**src/hdl/packet_flow_key_extractor_defines.svh**
```systemverilog
// Assertion macros shared by the flow key extractor RTL.
// No dependencies; included by the files that carry concurrent checks.
`ifndef PACKET_FLOW_KEY_EXTRACTOR_DEFINES_SVH
`define PACKET_FLOW_KEY_EXTRACTOR_DEFINES_SVH

`ifndef SYNTHESIS
// Check a property on every rising edge outside reset.
`define PFKE_ASSERT(lbl, clk, rstn, prop, msg) \
  lbl: assert property (@(posedge clk) disable iff (!rstn) (prop)) else $error(msg);
// Check that a condition leads to a consequence on the next edge.
`define PFKE_ASSERT_NEXT(lbl, clk, rstn, ante, cons, msg) \
  lbl: assert property (@(posedge clk) disable iff (!rstn) (ante) |=> (cons)) else $error(msg);
`else
`define PFKE_ASSERT(lbl, clk, rstn, prop, msg)
`define PFKE_ASSERT_NEXT(lbl, clk, rstn, ante, cons, msg)
`endif

`endif

```
**src/hdl/pfke_pkg.sv**
```systemverilog
// Types and constants of the packet flow key extractor.
// No dependencies; imported by pfke_field_capture, the top level and the bench.
package pfke_pkg;

  localparam logic [15:0] EthTypeTag = 16'h8100;
  localparam logic [15:0] EthTypeIp4 = 16'h0800;
  localparam logic [11:0] VidMask    = 12'hFFF;
  localparam int unsigned PcpShift   = 13;

  localparam logic [7:0] IpProtoTcp = 8'd6;
  localparam logic [7:0] IpProtoUdp = 8'd17;

  // Byte offsets from the start of the frame.
  localparam logic [5:0] OffMacSrc    = 6'd6;
  localparam logic [5:0] OffEtype     = 6'd12;
  localparam logic [5:0] OffEtypeLo   = 6'd13;
  localparam logic [5:0] OffTci       = 6'd14;
  localparam logic [5:0] OffInner     = 6'd16;
  localparam logic [5:0] OffIp4Tagged = 6'd18;
  localparam logic [5:0] OffMax       = 6'd63;

  // Byte offsets relative to the start of the IPv4 header.
  localparam logic [5:0] RelTos       = 6'd1;
  localparam logic [5:0] RelTtl       = 6'd8;
  localparam logic [5:0] RelProto     = 6'd9;
  localparam logic [5:0] RelIpFirst   = 6'd12;
  localparam logic [5:0] RelIpLast    = 6'd19;
  localparam logic [5:0] RelSrcPortHi = 6'd20;
  localparam logic [5:0] RelSrcPortLo = 6'd21;
  localparam logic [5:0] RelDstPortHi = 6'd22;
  localparam logic [5:0] RelDstPortLo = 6'd23;

  localparam int unsigned KeyDataWidth = 256;

  typedef struct packed {
    logic [7:0]  port_out;
    logic [47:0] mac_dst;
    logic [47:0] mac_src;
    logic [15:0] outer_ethertype;
    logic [14:0] vlan_tag;
    logic [31:0] ipv4_src;
    logic [31:0] ipv4_dst;
    logic [7:0]  l3_protocol;
    logic [7:0]  ip_tos;
    logic [7:0]  ip_ttl;
    logic [15:0] l4_src_port;
    logic [15:0] l4_dst_port;
  } flow_key_t;

  // One incoming packet byte with its side information.
  typedef struct packed {
    logic       valid;
    logic [7:0] data;
    logic       last;
    logic [7:0] port;
  } byte_in_t;

endpackage

```
**src/hdl/packet_flow_key_extractor.sv**
```systemverilog
// Top level of the packet flow key extractor: byte stream in, flow key out.
// Depends on pfke_pkg, pfke_field_capture and packet_flow_key_extractor_defines.svh.
`include "packet_flow_key_extractor_defines.svh"

// Packet bytes enter one per cycle in wire order while the input is ready;
// the parse state advances on every accepted byte and the flow key of a packet
// is loaded into the output register by its last byte, so it appears on the
// master side in the cycle after that byte is accepted. The single output register
// sets the rate: bytes flow back to back while the sink takes keys, and the
// input stalls for as long as a key waits on a sink that holds tready low. Fields
// whose bytes never arrived read as zero; IPv4 fields are zero for non-IPv4
// frames, ports are zero unless the protocol is TCP or UDP.
module packet_flow_key_extractor (
  input  logic         clk_i,
  input  logic         rst_ni,
  input  logic         s_axis_tvalid,
  output logic         s_axis_tready,
  input  logic [7:0]   s_axis_tdata,   // [7:0] data_byte
  input  logic         s_axis_tlast,   // last_byte
  input  logic [7:0]   s_axis_tuser,   // [7:0] ingress_port
  output logic         m_axis_tvalid,
  input  logic         m_axis_tready,
  // [7:0] port_out, [55:8] mac_dst, [103:56] mac_src, [119:104] outer_ethertype,
  // [134:120] vlan_tag, [166:135] ipv4_src, [198:167] ipv4_dst,
  // [206:199] l3_protocol, [214:207] ip_tos, [222:215] ip_ttl,
  // [238:223] l4_src_port, [254:239] l4_dst_port, [255] zero
  output logic [pfke_pkg::KeyDataWidth-1:0] m_axis_tdata
);
  import pfke_pkg::*;

  byte_in_t  byte_in;
  flow_key_t key_next;
  flow_key_t key_q;
  logic      out_valid_q, out_valid_d;
  logic      key_load;

  assign s_axis_tready = !out_valid_q || m_axis_tready;

  assign byte_in.valid = s_axis_tvalid && s_axis_tready;
  assign byte_in.data  = s_axis_tdata;
  assign byte_in.last  = s_axis_tlast;
  assign byte_in.port  = s_axis_tuser;

  pfke_field_capture u_capture (
    .clk_i  (clk_i),
    .rst_ni (rst_ni),
    .byte_i (byte_in),
    .key_o  (key_next)
  );

  assign key_load = byte_in.valid && s_axis_tlast;

  always_comb begin
    if (key_load) begin
      out_valid_d = 1'b1;
    end else if (m_axis_tready) begin
      out_valid_d = 1'b0;
    end else begin
      out_valid_d = out_valid_q;
    end
  end

  always_ff @(posedge clk_i or negedge rst_ni) begin
    if (!rst_ni) begin
      out_valid_q <= 1'b0;
    end else begin
      out_valid_q <= out_valid_d;
    end
  end

  always_ff @(posedge clk_i) begin
    if (key_load) begin
      key_q <= key_next;
    end
  end

  assign m_axis_tvalid = out_valid_q;
  assign m_axis_tdata  = {1'b0,
                          key_q.l4_dst_port,
                          key_q.l4_src_port,
                          key_q.ip_ttl,
                          key_q.ip_tos,
                          key_q.l3_protocol,
                          key_q.ipv4_dst,
                          key_q.ipv4_src,
                          key_q.vlan_tag,
                          key_q.outer_ethertype,
                          key_q.mac_src,
                          key_q.mac_dst,
                          key_q.port_out};

  `PFKE_ASSERT_NEXT(a_key_from_last, clk_i, rst_ni,
                    !out_valid_q && !(s_axis_tvalid && s_axis_tlast), !out_valid_q,
                    "key shown without a last byte")
  `PFKE_ASSERT(a_vlan_only_tagged, clk_i, rst_ni,
               !out_valid_q || (key_q.outer_ethertype == EthTypeTag) ||
               (key_q.vlan_tag == '0),
               "VLAN tag set on untagged frame")
  `PFKE_ASSERT(a_proto_only_ip, clk_i, rst_ni,
               !out_valid_q || (key_q.l3_protocol == '0) ||
               (key_q.outer_ethertype == EthTypeIp4) ||
               (key_q.outer_ethertype == EthTypeTag),
               "protocol set on non-IP frame")

endmodule

```
**src/hdl/pfke_field_capture.sv**
```systemverilog
// Per-packet header parse state and field capture of the flow key extractor.
// Depends on pfke_pkg and packet_flow_key_extractor_defines.svh.
`include "packet_flow_key_extractor_defines.svh"

module pfke_field_capture (
  input  logic                clk_i,
  input  logic                rst_ni,
  input  pfke_pkg::byte_in_t  byte_i,
  output pfke_pkg::flow_key_t key_o
);
  import pfke_pkg::*;

  logic [5:0]  off_q, off_d, off_u;
  logic        tag_q, tag_d, tag_u;
  logic [15:0] inner_q, inner_d, inner_u;
  logic [47:0] mac_dst_q, mac_dst_d, mac_dst_u;
  logic [47:0] mac_src_q, mac_src_d, mac_src_u;
  logic [15:0] et_q, et_d, et_u;
  logic [15:0] tci_q, tci_d, tci_u;
  logic [63:0] ip_q, ip_d, ip_u;
  logic [7:0]  proto_q, proto_d, proto_u;
  logic [7:0]  tos_q, tos_d, tos_u;
  logic [7:0]  ttl_q, ttl_d, ttl_u;
  logic [15:0] sp_q, sp_d, sp_u;
  logic [15:0] dp_q, dp_d, dp_u;

  logic [5:0]  base;
  logic [5:0]  rel;
  logic        is_ip4;
  logic        is_l4;
  logic [15:0] et_shift;
  logic [2:0]  pcp;

  always_comb begin
    off_u     = off_q;
    tag_u     = tag_q;
    inner_u   = inner_q;
    mac_dst_u = mac_dst_q;
    mac_src_u = mac_src_q;
    et_u      = et_q;
    tci_u     = tci_q;
    ip_u      = ip_q;
    proto_u   = proto_q;
    tos_u     = tos_q;
    ttl_u     = ttl_q;
    sp_u      = sp_q;
    dp_u      = dp_q;

    base     = tag_q ? OffIp4Tagged : OffTci;
    rel      = off_q - base;
    is_ip4   = tag_q ? (inner_q == EthTypeIp4) : (et_q == EthTypeIp4);
    is_l4    = (proto_q == IpProtoTcp) || (proto_q == IpProtoUdp);
    et_shift = {et_q[7:0], byte_i.data};

    if (off_q < OffMacSrc) begin
      mac_dst_u = {mac_dst_q[39:0], byte_i.data};
    end else if (off_q < OffEtype) begin
      mac_src_u = {mac_src_q[39:0], byte_i.data};
    end else if (off_q < OffTci) begin
      et_u = et_shift;
      if (off_q == OffEtypeLo) begin
        tag_u = (et_shift == EthTypeTag);
      end
    end else if (tag_q && (off_q < OffInner)) begin
      tci_u = {tci_q[7:0], byte_i.data};
    end else if (tag_q && (off_q < OffIp4Tagged)) begin
      inner_u = {inner_q[7:0], byte_i.data};
    end else if (is_ip4 && (off_q >= base)) begin
      priority if (rel == RelTos) begin
        tos_u = byte_i.data;
      end else if (rel == RelTtl) begin
        ttl_u = byte_i.data;
      end else if (rel == RelProto) begin
        proto_u = byte_i.data;
      end else if ((rel >= RelIpFirst) && (rel <= RelIpLast)) begin
        ip_u = {ip_q[55:0], byte_i.data};
      end else if (is_l4 && (rel == RelSrcPortHi)) begin
        sp_u[15:8] = byte_i.data;
      end else if (is_l4 && (rel == RelSrcPortLo)) begin
        sp_u[7:0] = byte_i.data;
      end else if (is_l4 && (rel == RelDstPortHi)) begin
        dp_u[15:8] = byte_i.data;
      end else if (is_l4 && (rel == RelDstPortLo)) begin
        dp_u[7:0] = byte_i.data;
      end else begin
        tos_u = tos_q;
      end
    end

    // Hold the offset once it reaches the top.
    off_u = (off_q == OffMax) ? off_q : off_q + 6'd1;
  end

  // Clear everything after the last byte so the next packet starts fresh.
  always_comb begin
    if (byte_i.last) begin
      off_d     = '0;
      tag_d     = 1'b0;
      inner_d   = '0;
      mac_dst_d = '0;
      mac_src_d = '0;
      et_d      = '0;
      tci_d     = '0;
      ip_d      = '0;
      proto_d   = '0;
      tos_d     = '0;
      ttl_d     = '0;
      sp_d      = '0;
      dp_d      = '0;
    end else begin
      off_d     = off_u;
      tag_d     = tag_u;
      inner_d   = inner_u;
      mac_dst_d = mac_dst_u;
      mac_src_d = mac_src_u;
      et_d      = et_u;
      tci_d     = tci_u;
      ip_d      = ip_u;
      proto_d   = proto_u;
      tos_d     = tos_u;
      ttl_d     = ttl_u;
      sp_d      = sp_u;
      dp_d      = dp_u;
    end
  end

  always_ff @(posedge clk_i or negedge rst_ni) begin
    if (!rst_ni) begin
      off_q     <= '0;
      tag_q     <= 1'b0;
      inner_q   <= '0;
      mac_dst_q <= '0;
      mac_src_q <= '0;
      et_q      <= '0;
      tci_q     <= '0;
      ip_q      <= '0;
      proto_q   <= '0;
      tos_q     <= '0;
      ttl_q     <= '0;
      sp_q      <= '0;
      dp_q      <= '0;
    end else if (byte_i.valid) begin
      off_q     <= off_d;
      tag_q     <= tag_d;
      inner_q   <= inner_d;
      mac_dst_q <= mac_dst_d;
      mac_src_q <= mac_src_d;
      et_q      <= et_d;
      tci_q     <= tci_d;
      ip_q      <= ip_d;
      proto_q   <= proto_d;
      tos_q     <= tos_d;
      ttl_q     <= ttl_d;
      sp_q      <= sp_d;
      dp_q      <= dp_d;
    end
  end

  // Drop the DEI bit: priority goes above the VLAN id.
  assign pcp = 3'(tci_u >> PcpShift);

  always_comb begin
    key_o.port_out        = byte_i.port;
    key_o.mac_dst         = mac_dst_u;
    key_o.mac_src         = mac_src_u;
    key_o.outer_ethertype = et_u;
    key_o.vlan_tag        = tag_u ? {pcp, tci_u[11:0] & VidMask} : 15'd0;
    key_o.ipv4_src        = ip_u[63:32];
    key_o.ipv4_dst        = ip_u[31:0];
    key_o.l3_protocol     = proto_u;
    key_o.ip_tos          = tos_u;
    key_o.ip_ttl          = ttl_u;
    key_o.l4_src_port     = sp_u;
    key_o.l4_dst_port     = dp_u;
  end

  `PFKE_ASSERT_NEXT(a_off_saturate, clk_i, rst_ni,
                    byte_i.valid && !byte_i.last && (off_q == OffMax), off_q == OffMax,
                    "byte offset left saturation")
  `PFKE_ASSERT_NEXT(a_off_restart, clk_i, rst_ni,
                    byte_i.valid && byte_i.last, (off_q == '0) && !tag_q,
                    "state not cleared after last byte")
  `PFKE_ASSERT(a_tag_after_etype, clk_i, rst_ni,
               !tag_q || (off_q >= OffTci),
               "tag flag set before EtherType complete")
  `PFKE_ASSERT(a_ports_need_l4, clk_i, rst_ni,
               ((sp_q == '0) && (dp_q == '0)) || (proto_q == IpProtoTcp) ||
               (proto_q == IpProtoUdp),
               "ports captured without TCP or UDP")

endmodule

```
**config.mk**
```make
export PLATFORM = sky130hd
export DESIGN_NAME = packet_flow_key_extractor
export DESIGN_NICKNAME = d
export VERILOG_FILES = /design/src/hdl/pfke_pkg.sv /design/src/hdl/packet_flow_key_extractor.sv /design/src/hdl/pfke_field_capture.sv
export VERILOG_INCLUDE_DIRS = /design/src /design/src/hdl
export SDC_FILE = /design/constraint.sdc
export NUM_CORES = 1
export LEC_CHECK = 0
export BUFFER_PORTS_ARGS = -buffer_cell sky130_fd_sc_hd__buf_2
export CAP_MARGIN = 20
export CORE_ASPECT_RATIO = 1.4
export CORE_MARGIN = 2
export CORE_UTILIZATION = 45
export CTS_CLUSTER_DIAMETER = 50
export DETAILED_ROUTE_END_ITERATION = 8
export PLACE_DENSITY = 0.66
export SLEW_MARGIN = 25
export SYNTH_ARGS = -nofsm -noshare
export SYNTH_HDL_FRONTEND = slang
export SYNTH_HIERARCHICAL = 1
export SYNTH_SLANG_ARGS = --single-unit
```
**constraint.sdc**
```tcl
create_clock -name clk_i -period 13.4 [get_ports clk_i]
set_input_delay 0.67 -clock clk_i [delete_from_list [all_inputs] [get_ports clk_i]]
set_output_delay 0.67 -clock clk_i [all_outputs]
set_load 0.02 [all_outputs]
```
; Word level (Yosys, flattened, before mapping)
; Cells that the tools add are included.
[classes]
mux = 99
n_reduce_logical = 17
eq_ne = 19
order_cmp = 8
n_addsub = 2
[op_table]
columns = cell, count
row1 = $mux 64, 11
row2 = $mux 16, 39
row3 = $mux 8, 33
row4 = $mux 48, 5
row5 = $eq 16x12->1 const B, 2
row6 = $eq 6x5->1 const B, 4
row7 = $eq 6x4->1 const B, 3
row8 = $eq 16x16->1 const B, 1
row9 = $lt 6x4->1 const B, 2
row10 = $lt 6x5->1 const B, 2
row11 = $mux 6, 2
row12 = $logic_and 1x1->1, 10
row13 = $ne 2x2->1 const B, 5
row14 = $eq 8x3->1 const B, 1
row15 = $eq 8x5->1 const B, 1
row16 = $mux 1, 8
row17 = $add 6x1->6 const B, 1
row18 = $eq 6x1->1 const B, 1
row19 = $eq 6x6->1 const B, 1
row20 = $ge 6x4->1 const B, 1
row21 = $ge 6x6->1, 1
row22 = $le 6x5->1 const B, 1
row23 = $lt 6x3->1 const B, 1
row24 = $reduce_and 6->1, 1
row25 = other kinds (6), 8
[word_totals]
input_bits = 21
regBits = 526

; Longest topological paths before layout
[logic_depth]
depth_word = 19
ltp_mapped = 11

; Cells and area by module
; The synthesis kept the hierarchy.
[by_module_without_submodules]
columns = mod, cells_per_inst, n_inst, area_per_inst_um2
row1 = pfke_field_capture, 1399, 1, 14570.2
row2 = packet_flow_key_extractor, 263, 1, 7737.4

; Worst setup path before layout
; No wires, ideal clock.
[synth_path]
kind = in2reg
startpoint = input port m_axis_tready
endpoint = register key_q, in the netlist m_axis_tdata[0], enable pin
n_path_buf = 0
arrival_time_ps = 4598
stages = 2
setup_ps = 533
slack_ps = 8269
path_cell_list = nand2b_4 > nor2b_4
[synth_via]
elab_chain_cells = 3
[synth_lines]
columns = element, line_no
row1 = start: declaration, packet_flow_key_extractor.sv:22  ; input logic m_axis_tready,
row2 = $logic_or 1x1->1, packet_flow_key_extractor.sv:37  ; assign s_axis_tready = !out_valid_q || m_axis_tready;
row3 = $logic_and 1x1->1, packet_flow_key_extractor.sv:39  ; assign byte_in.valid = s_axis_tvalid && s_axis_tready;
row4 = $logic_and 1x1->1, packet_flow_key_extractor.sv:51  ; assign key_load = byte_in.valid && s_axis_tlast;
row5 = via key_load, packet_flow_key_extractor.sv:35  ; logic key_load;
row6 = end signal: assignment, packet_flow_key_extractor.sv:73  ; key_q <= key_next;
row7 = end: declaration, packet_flow_key_extractor.sv:33  ; flow_key_t key_q;
; The timed path passes the listed nets, and every way through them passes these cells.
; A chain may end at the register's enable or synchronous reset.

; Worst setup path after layout
[layout_path]
startpoint = register u_capture.off_q[1]
endpoint = register u_capture.ip_q[40]
[layout_via]
elab_chain_cells = 14
elab_cells_between_ends = 27
classes_between = 1 x add/sub / 8 x order compare / 3 x eq/ne / 11 x mux / 4 x reduce/logical
[layout_lines]
columns = element, line_no
row1 = start: declaration, pfke_field_capture.sv:13  ; logic [5:0] off_q, off_d, off_u;
row2 = start signal: assignment, pfke_field_capture.sv:129  ; off_q <= '0;
row3 = start signal: assignment, pfke_field_capture.sv:143  ; off_q <= off_d;
row4 = $sub 6x6->6, pfke_field_capture.sv:50  ; rel = off_q - base;
row5 = $ge 6x4->1 or $le 6x5->1 (tied branches), pfke_field_capture.sv:75  ; end else if ((rel >= RelIpFirst) && (rel <= RelIpLast)) begin
row6 = $logic_and 1x1->1, pfke_field_capture.sv:75
row7 = $mux 64, pfke_field_capture.sv:75
row8 = $mux 64, pfke_field_capture.sv:73  ; end else if (rel == RelProto) begin
row9 = $mux 64, pfke_field_capture.sv:71  ; end else if (rel == RelTtl) begin
row10 = $mux 64, pfke_field_capture.sv:69  ; priority if (rel == RelTos) begin
row11 = $mux 64, pfke_field_capture.sv:68  ; end else if (is_ip4 && (off_q >= base)) begin
row12 = $mux 64, pfke_field_capture.sv:66  ; end else if (tag_q && (off_q < OffIp4Tagged)) begin
row13 = $mux 64, pfke_field_capture.sv:64  ; end else if (tag_q && (off_q < OffInner)) begin
row14 = $mux 64, pfke_field_capture.sv:59  ; end else if (off_q < OffTci) begin
row15 = $mux 64, pfke_field_capture.sv:57  ; end else if (off_q < OffEtype) begin
row16 = $mux 64 *, pfke_field_capture.sv:55  ; if (off_q < OffMacSrc) begin
row17 = $mux 64 *, pfke_field_capture.sv:96  ; if (byte_i.last) begin
row18 = end signal: assignment, pfke_field_capture.sv:150  ; ip_q <= ip_d;
row19 = end: declaration, pfke_field_capture.sv:20  ; logic [63:0] ip_q, ip_d, ip_u;
; Mark *: on every way between the ends. The rest lies on a longest branch, timed or not.

==> metrics.md <==
| Metric | Value |
|---|---|
| Most used flip-flop cell after synthesis | dfrtp_1 |
| Internal | 0.00300 W |
| Fin. max-slew vios | 0 |
| WP data arrival | 4360 ps |
| Worst slew pin tran | 1010 ps |
| Number of distinct library cells after synthesis | 64 |
| H-tree Lvls | 2 |
| Setup bufs post-CTS | 0 |
| Post-route total power | 0.00408 W |
| Share of post-route cells with drive strength above 1 | 28.9% |
| Setup CP Type | flip-flop to flip-flop |
| Maximum VDD drop | 115 uV |
| Mean area per synthesized cell | 13.4 um^2 |
| Crit-path max FO | 66 |
| Setup violations, final | 0 |
| Hold Crit Class | input pin to async pin |
| Starting Density | 45.5% |
| Crit path buffers/inverters | 2 |
| Crit-path cells | fa_1, xor2_1, or4_1, a2111o_2, buf_4, nor2_4, buf_4, a22o_1 |
| Clock buffer count from CTS | 53 |
| Die X | 192 um |
| DR vias/cell | 5.65 |
| Vias in the first global route | 14200 |
| Fin Clk Skew | 22.0 ps |
| CP delay by family, top | buffers and inverters |
| Mapped Nets | 1692 |
| Worst hold slack | 74.2 ps |
| RSZ-0062 raised after global routing | no |
| Antenna violations before repair | 2 |
| Via count | 14400 |
| CTS tree | done |
| Yosys reg bits | 526 |
| Final nets | 1888 |
| P&R area growth vs syn | 16.0% |
| Final WL | 53.6 mm |
| Final worst-path cycle share | 28.6% |
| Sequential-to-total area share from yosys stat | 64.7% |
| Psw | 0.00107 W |
| Total clock sinks | 526 |
| CTS clock-pin slew for the worst setup and hold paths | 60 ps |
| Wire per inst | 21.1 um |
| Largest net degree at the start of global routing | 169 |
| Switching portion of total power | 26.3% |
| EDFF count, synth | 255 |
| Drt initial violations | 962 |
| Slew headroom | 32.9% |
| Mapped Cells | 1662 |
| HPWL Detailed | 32.5 mm |
| Grt total ovfl | 0 |
| # placed instances | 2440 |
| Later-pin clock latency in the skew report | 600 ps |
| Fillcell total | 4091 |
| Critical Path Source Type | flip-flop |
| CP required | 13930 ps |
| Finished Layout Cells | 2541 |
| # resized after CTS | 0 |
| Clock power share | 37.0% |
| Max_cap viols | 0 |
| Post-route ant nets | 0 |
| CP peak stage delay | 570 ps |
| Final Hold Viols | 0 |
| DRT Pass-1 Iters | 5 |
| PD cells | 158 nW/um^2 |
| Cell with the largest stage delay on the worst path | dfrtp_1 |
| Worst Setup End Kind | flip-flop |
| Worst slack at placement | 9450 ps |
| Cell mode on critical path | buf_4 |
| Std-Cell Rows | 96 |
| FMAX | 261 MHz |
| Die height | 267 um |
| Lkg Pwr | 10.8 nW |
| First-pass GRT wire length | 82.7 mm |
| Setup TNS | 0 ps |
| Yosys warning total | 6 |
| DRC Markers | 0 |
| Comb pwr share | 12.7% |
| All-Layer GR Usage | 20.8% |
| Clock Path Buffers | 3 |
| Sequential Power Share | 50.3% |
| Root Driver | clkbuf_16 |
| Die footprint | 51400 um^2 |
| Async set or reset register ratio after synthesis | 51.5% |
| Outcome | finished clean |
| Core area | 49000 um^2 |
| Clock period minus worst slack | 3840 ps |
| Num ports | 279 |
| Cell area after technology mapping | 22300 um^2 |
| Input/output buffers | 277 |
| GP Congestion | 0.833 |
| Cts hold-fix bufs | 0 |
| Post-route setup slack | 9560 ps |
-- synth_stat cells (4+ instances only) --
cell / number / area share, %
o2bb2ai_1: 65 / 2.6
nand3_1: 69 / 1.5
ha_1: 8 / 0.45
inv_1: 27 / 0.45
edfxtp_1: 255 / 34
dfrtp_1: 271 / 30
a22o_1: 80 / 3.1
nand2_1: 206 / 3.5
mux2_2: 156 / 7.9
nor4b_1: 4 / 0.16
a22oi_1: 48 / 1.6
a21boi_0: 15 / 0.50
mux2_1: 76 / 3.8
clkbuf_1: 112 / 1.9
o221ai_1: 20 / 0.79
nor4_1: 5 / 0.14
or4_1: 5 / 0.17
nor2_1: 14 / 0.24
buf_4: 9 / 0.30
o211ai_1: 37 / 1.2
a21oi_1: 22 / 0.49
buf_2: 29 / 0.65
o21ai_1: 17 / 0.38
o21ai_0: 57 / 1.3
-- state kept, by name (all words and copies together), names as in the netlist --
name / flops
m_axis_tdata: 255
u_capture/ip_q: 64
u_capture/mac_dst_q: 48
u_capture/mac_src_q: 48
u_capture/dp_q: 16
u_capture/et_q: 16
u_capture/inner_q: 16
u_capture/sp_q: 16
u_capture/tci_q: 15
u_capture/proto_q: 8
u_capture/tos_q: 8
u_capture/ttl_q: 8
u_capture/off_q: 6
m_axis_tvalid: 1
u_capture/tag_q: 1
-- through the flow --
stage | cell area (um^2) | utilization [%]
CTS | 25900 | 52.8
finish | 25900 | 52.8
floorplan | 22300 | -
detailed placement | 24100 | 49.1
global route | 25900 | 52.8
global placement | 24000 | 49.0
-- metal layers --
layer	routed length [um]	global-route usage [%]	vias up
li1	-	-	6632
met1	22000	26.7	7200
met2	26300	34.2	428
met3	3550	5.16	95
met4	1650	7.28	4
met5	21	0	-
-- cells in the final DEF (no fill, tap or decap), drive strengths merged, types with 2 or more instances in the layout --
cell type / netlist / routed
o31ai: 3 / 3
nand4bb: 3 / 3
dfrtp: 271 / 271
o21ai: 74 / 74
inv: 27 / 33
nor2b: 2 / 2
or4: 5 / 5
o2bb2ai: 65 / 65
a22oi: 48 / 48
mux2: 232 / 232
a21boi: 15 / 15
nand4b: 2 / 2
clkinv: 1 / 18
o211ai: 37 / 37
nand3: 69 / 69
edfxtp: 255 / 255
clkbuf: 112 / 75
a22o: 80 / 80
a21o: 2 / 2
nor4b: 5 / 5
a31oi: 2 / 2
ha: 8 / 8
nor2: 15 / 15
nor3: 3 / 3
nor4bb: 2 / 2
nor3b: 3 / 3
xnor2: 2 / 2
buf: 39 / 292
and3: 3 / 3
bufinv: 0 / 2
nor4: 6 / 6
o221ai: 20 / 20
nand2b: 3 / 3
a21oi: 22 / 22
nand2: 206 / 206
a211oi: 2 / 2
-- final cells by class --
class / instances / area, um^2 / area share (%)
clock inverter: 25 / 205 / 0.793
inverter: 28 / 113 / 0.435
clock buffer: 75 / 1590 / 6.13
multi-input combinational: 957 / 7180 / 27.7
antenna: 1 / 2.50 / 0.00967
sequential: 526 / 14400 / 55.8
tap: 637 / 797 / 3.08
timing repair buffer: 292 / 1560 / 6.03
-- kinds of logic after synthesis --
logic type	share of synthesized area (%)
multiplexers	11.7
AO/OA/AOI/OAI	12.6
other	0.0168
AND/OR/NAND/NOR	6.97
flip-flops	64.7
XOR/XNOR	0.118
adder cells (fa/ha/maj)	0.538
buffers and inverters	3.33
-- power groups by stage --
stage	logic, W	clock network [W]	registers, W
finish	0.000519	0.00151	0.00205
global placement	0.000507	0	0.00207
global route	0.000576	0.00161	0.00207
CTS	0.000526	0.00154	0.00205
detailed placement	0.000523	0	0.00208
floorplan	0.000321	0	0.00210
-- path summary, 6_finish.rpt --
path | from | to | slack, ps | cells past startpoint
hold reg to reg | u_capture/mac_dst_q[41] | u_capture/mac_dst_q[41] | 480 | 2
min in group clk_i | s_axis_tuser[7] | m_axis_tdata[7] | 260 | 1
setup reg to reg | u_capture/off_q[1] | u_capture/ip_q[40] | 9560 | 8
hold / removal | rst_ni | u_capture/mac_dst_q[4] | 70 | 1
max in group asynchronous | rst_ni | u_capture/ip_q[54] | 11900 | 2
setup / recovery | u_capture/off_q[1] | u_capture/ip_q[40] | 9560 | 8
(Power assumes the default switching activity.)
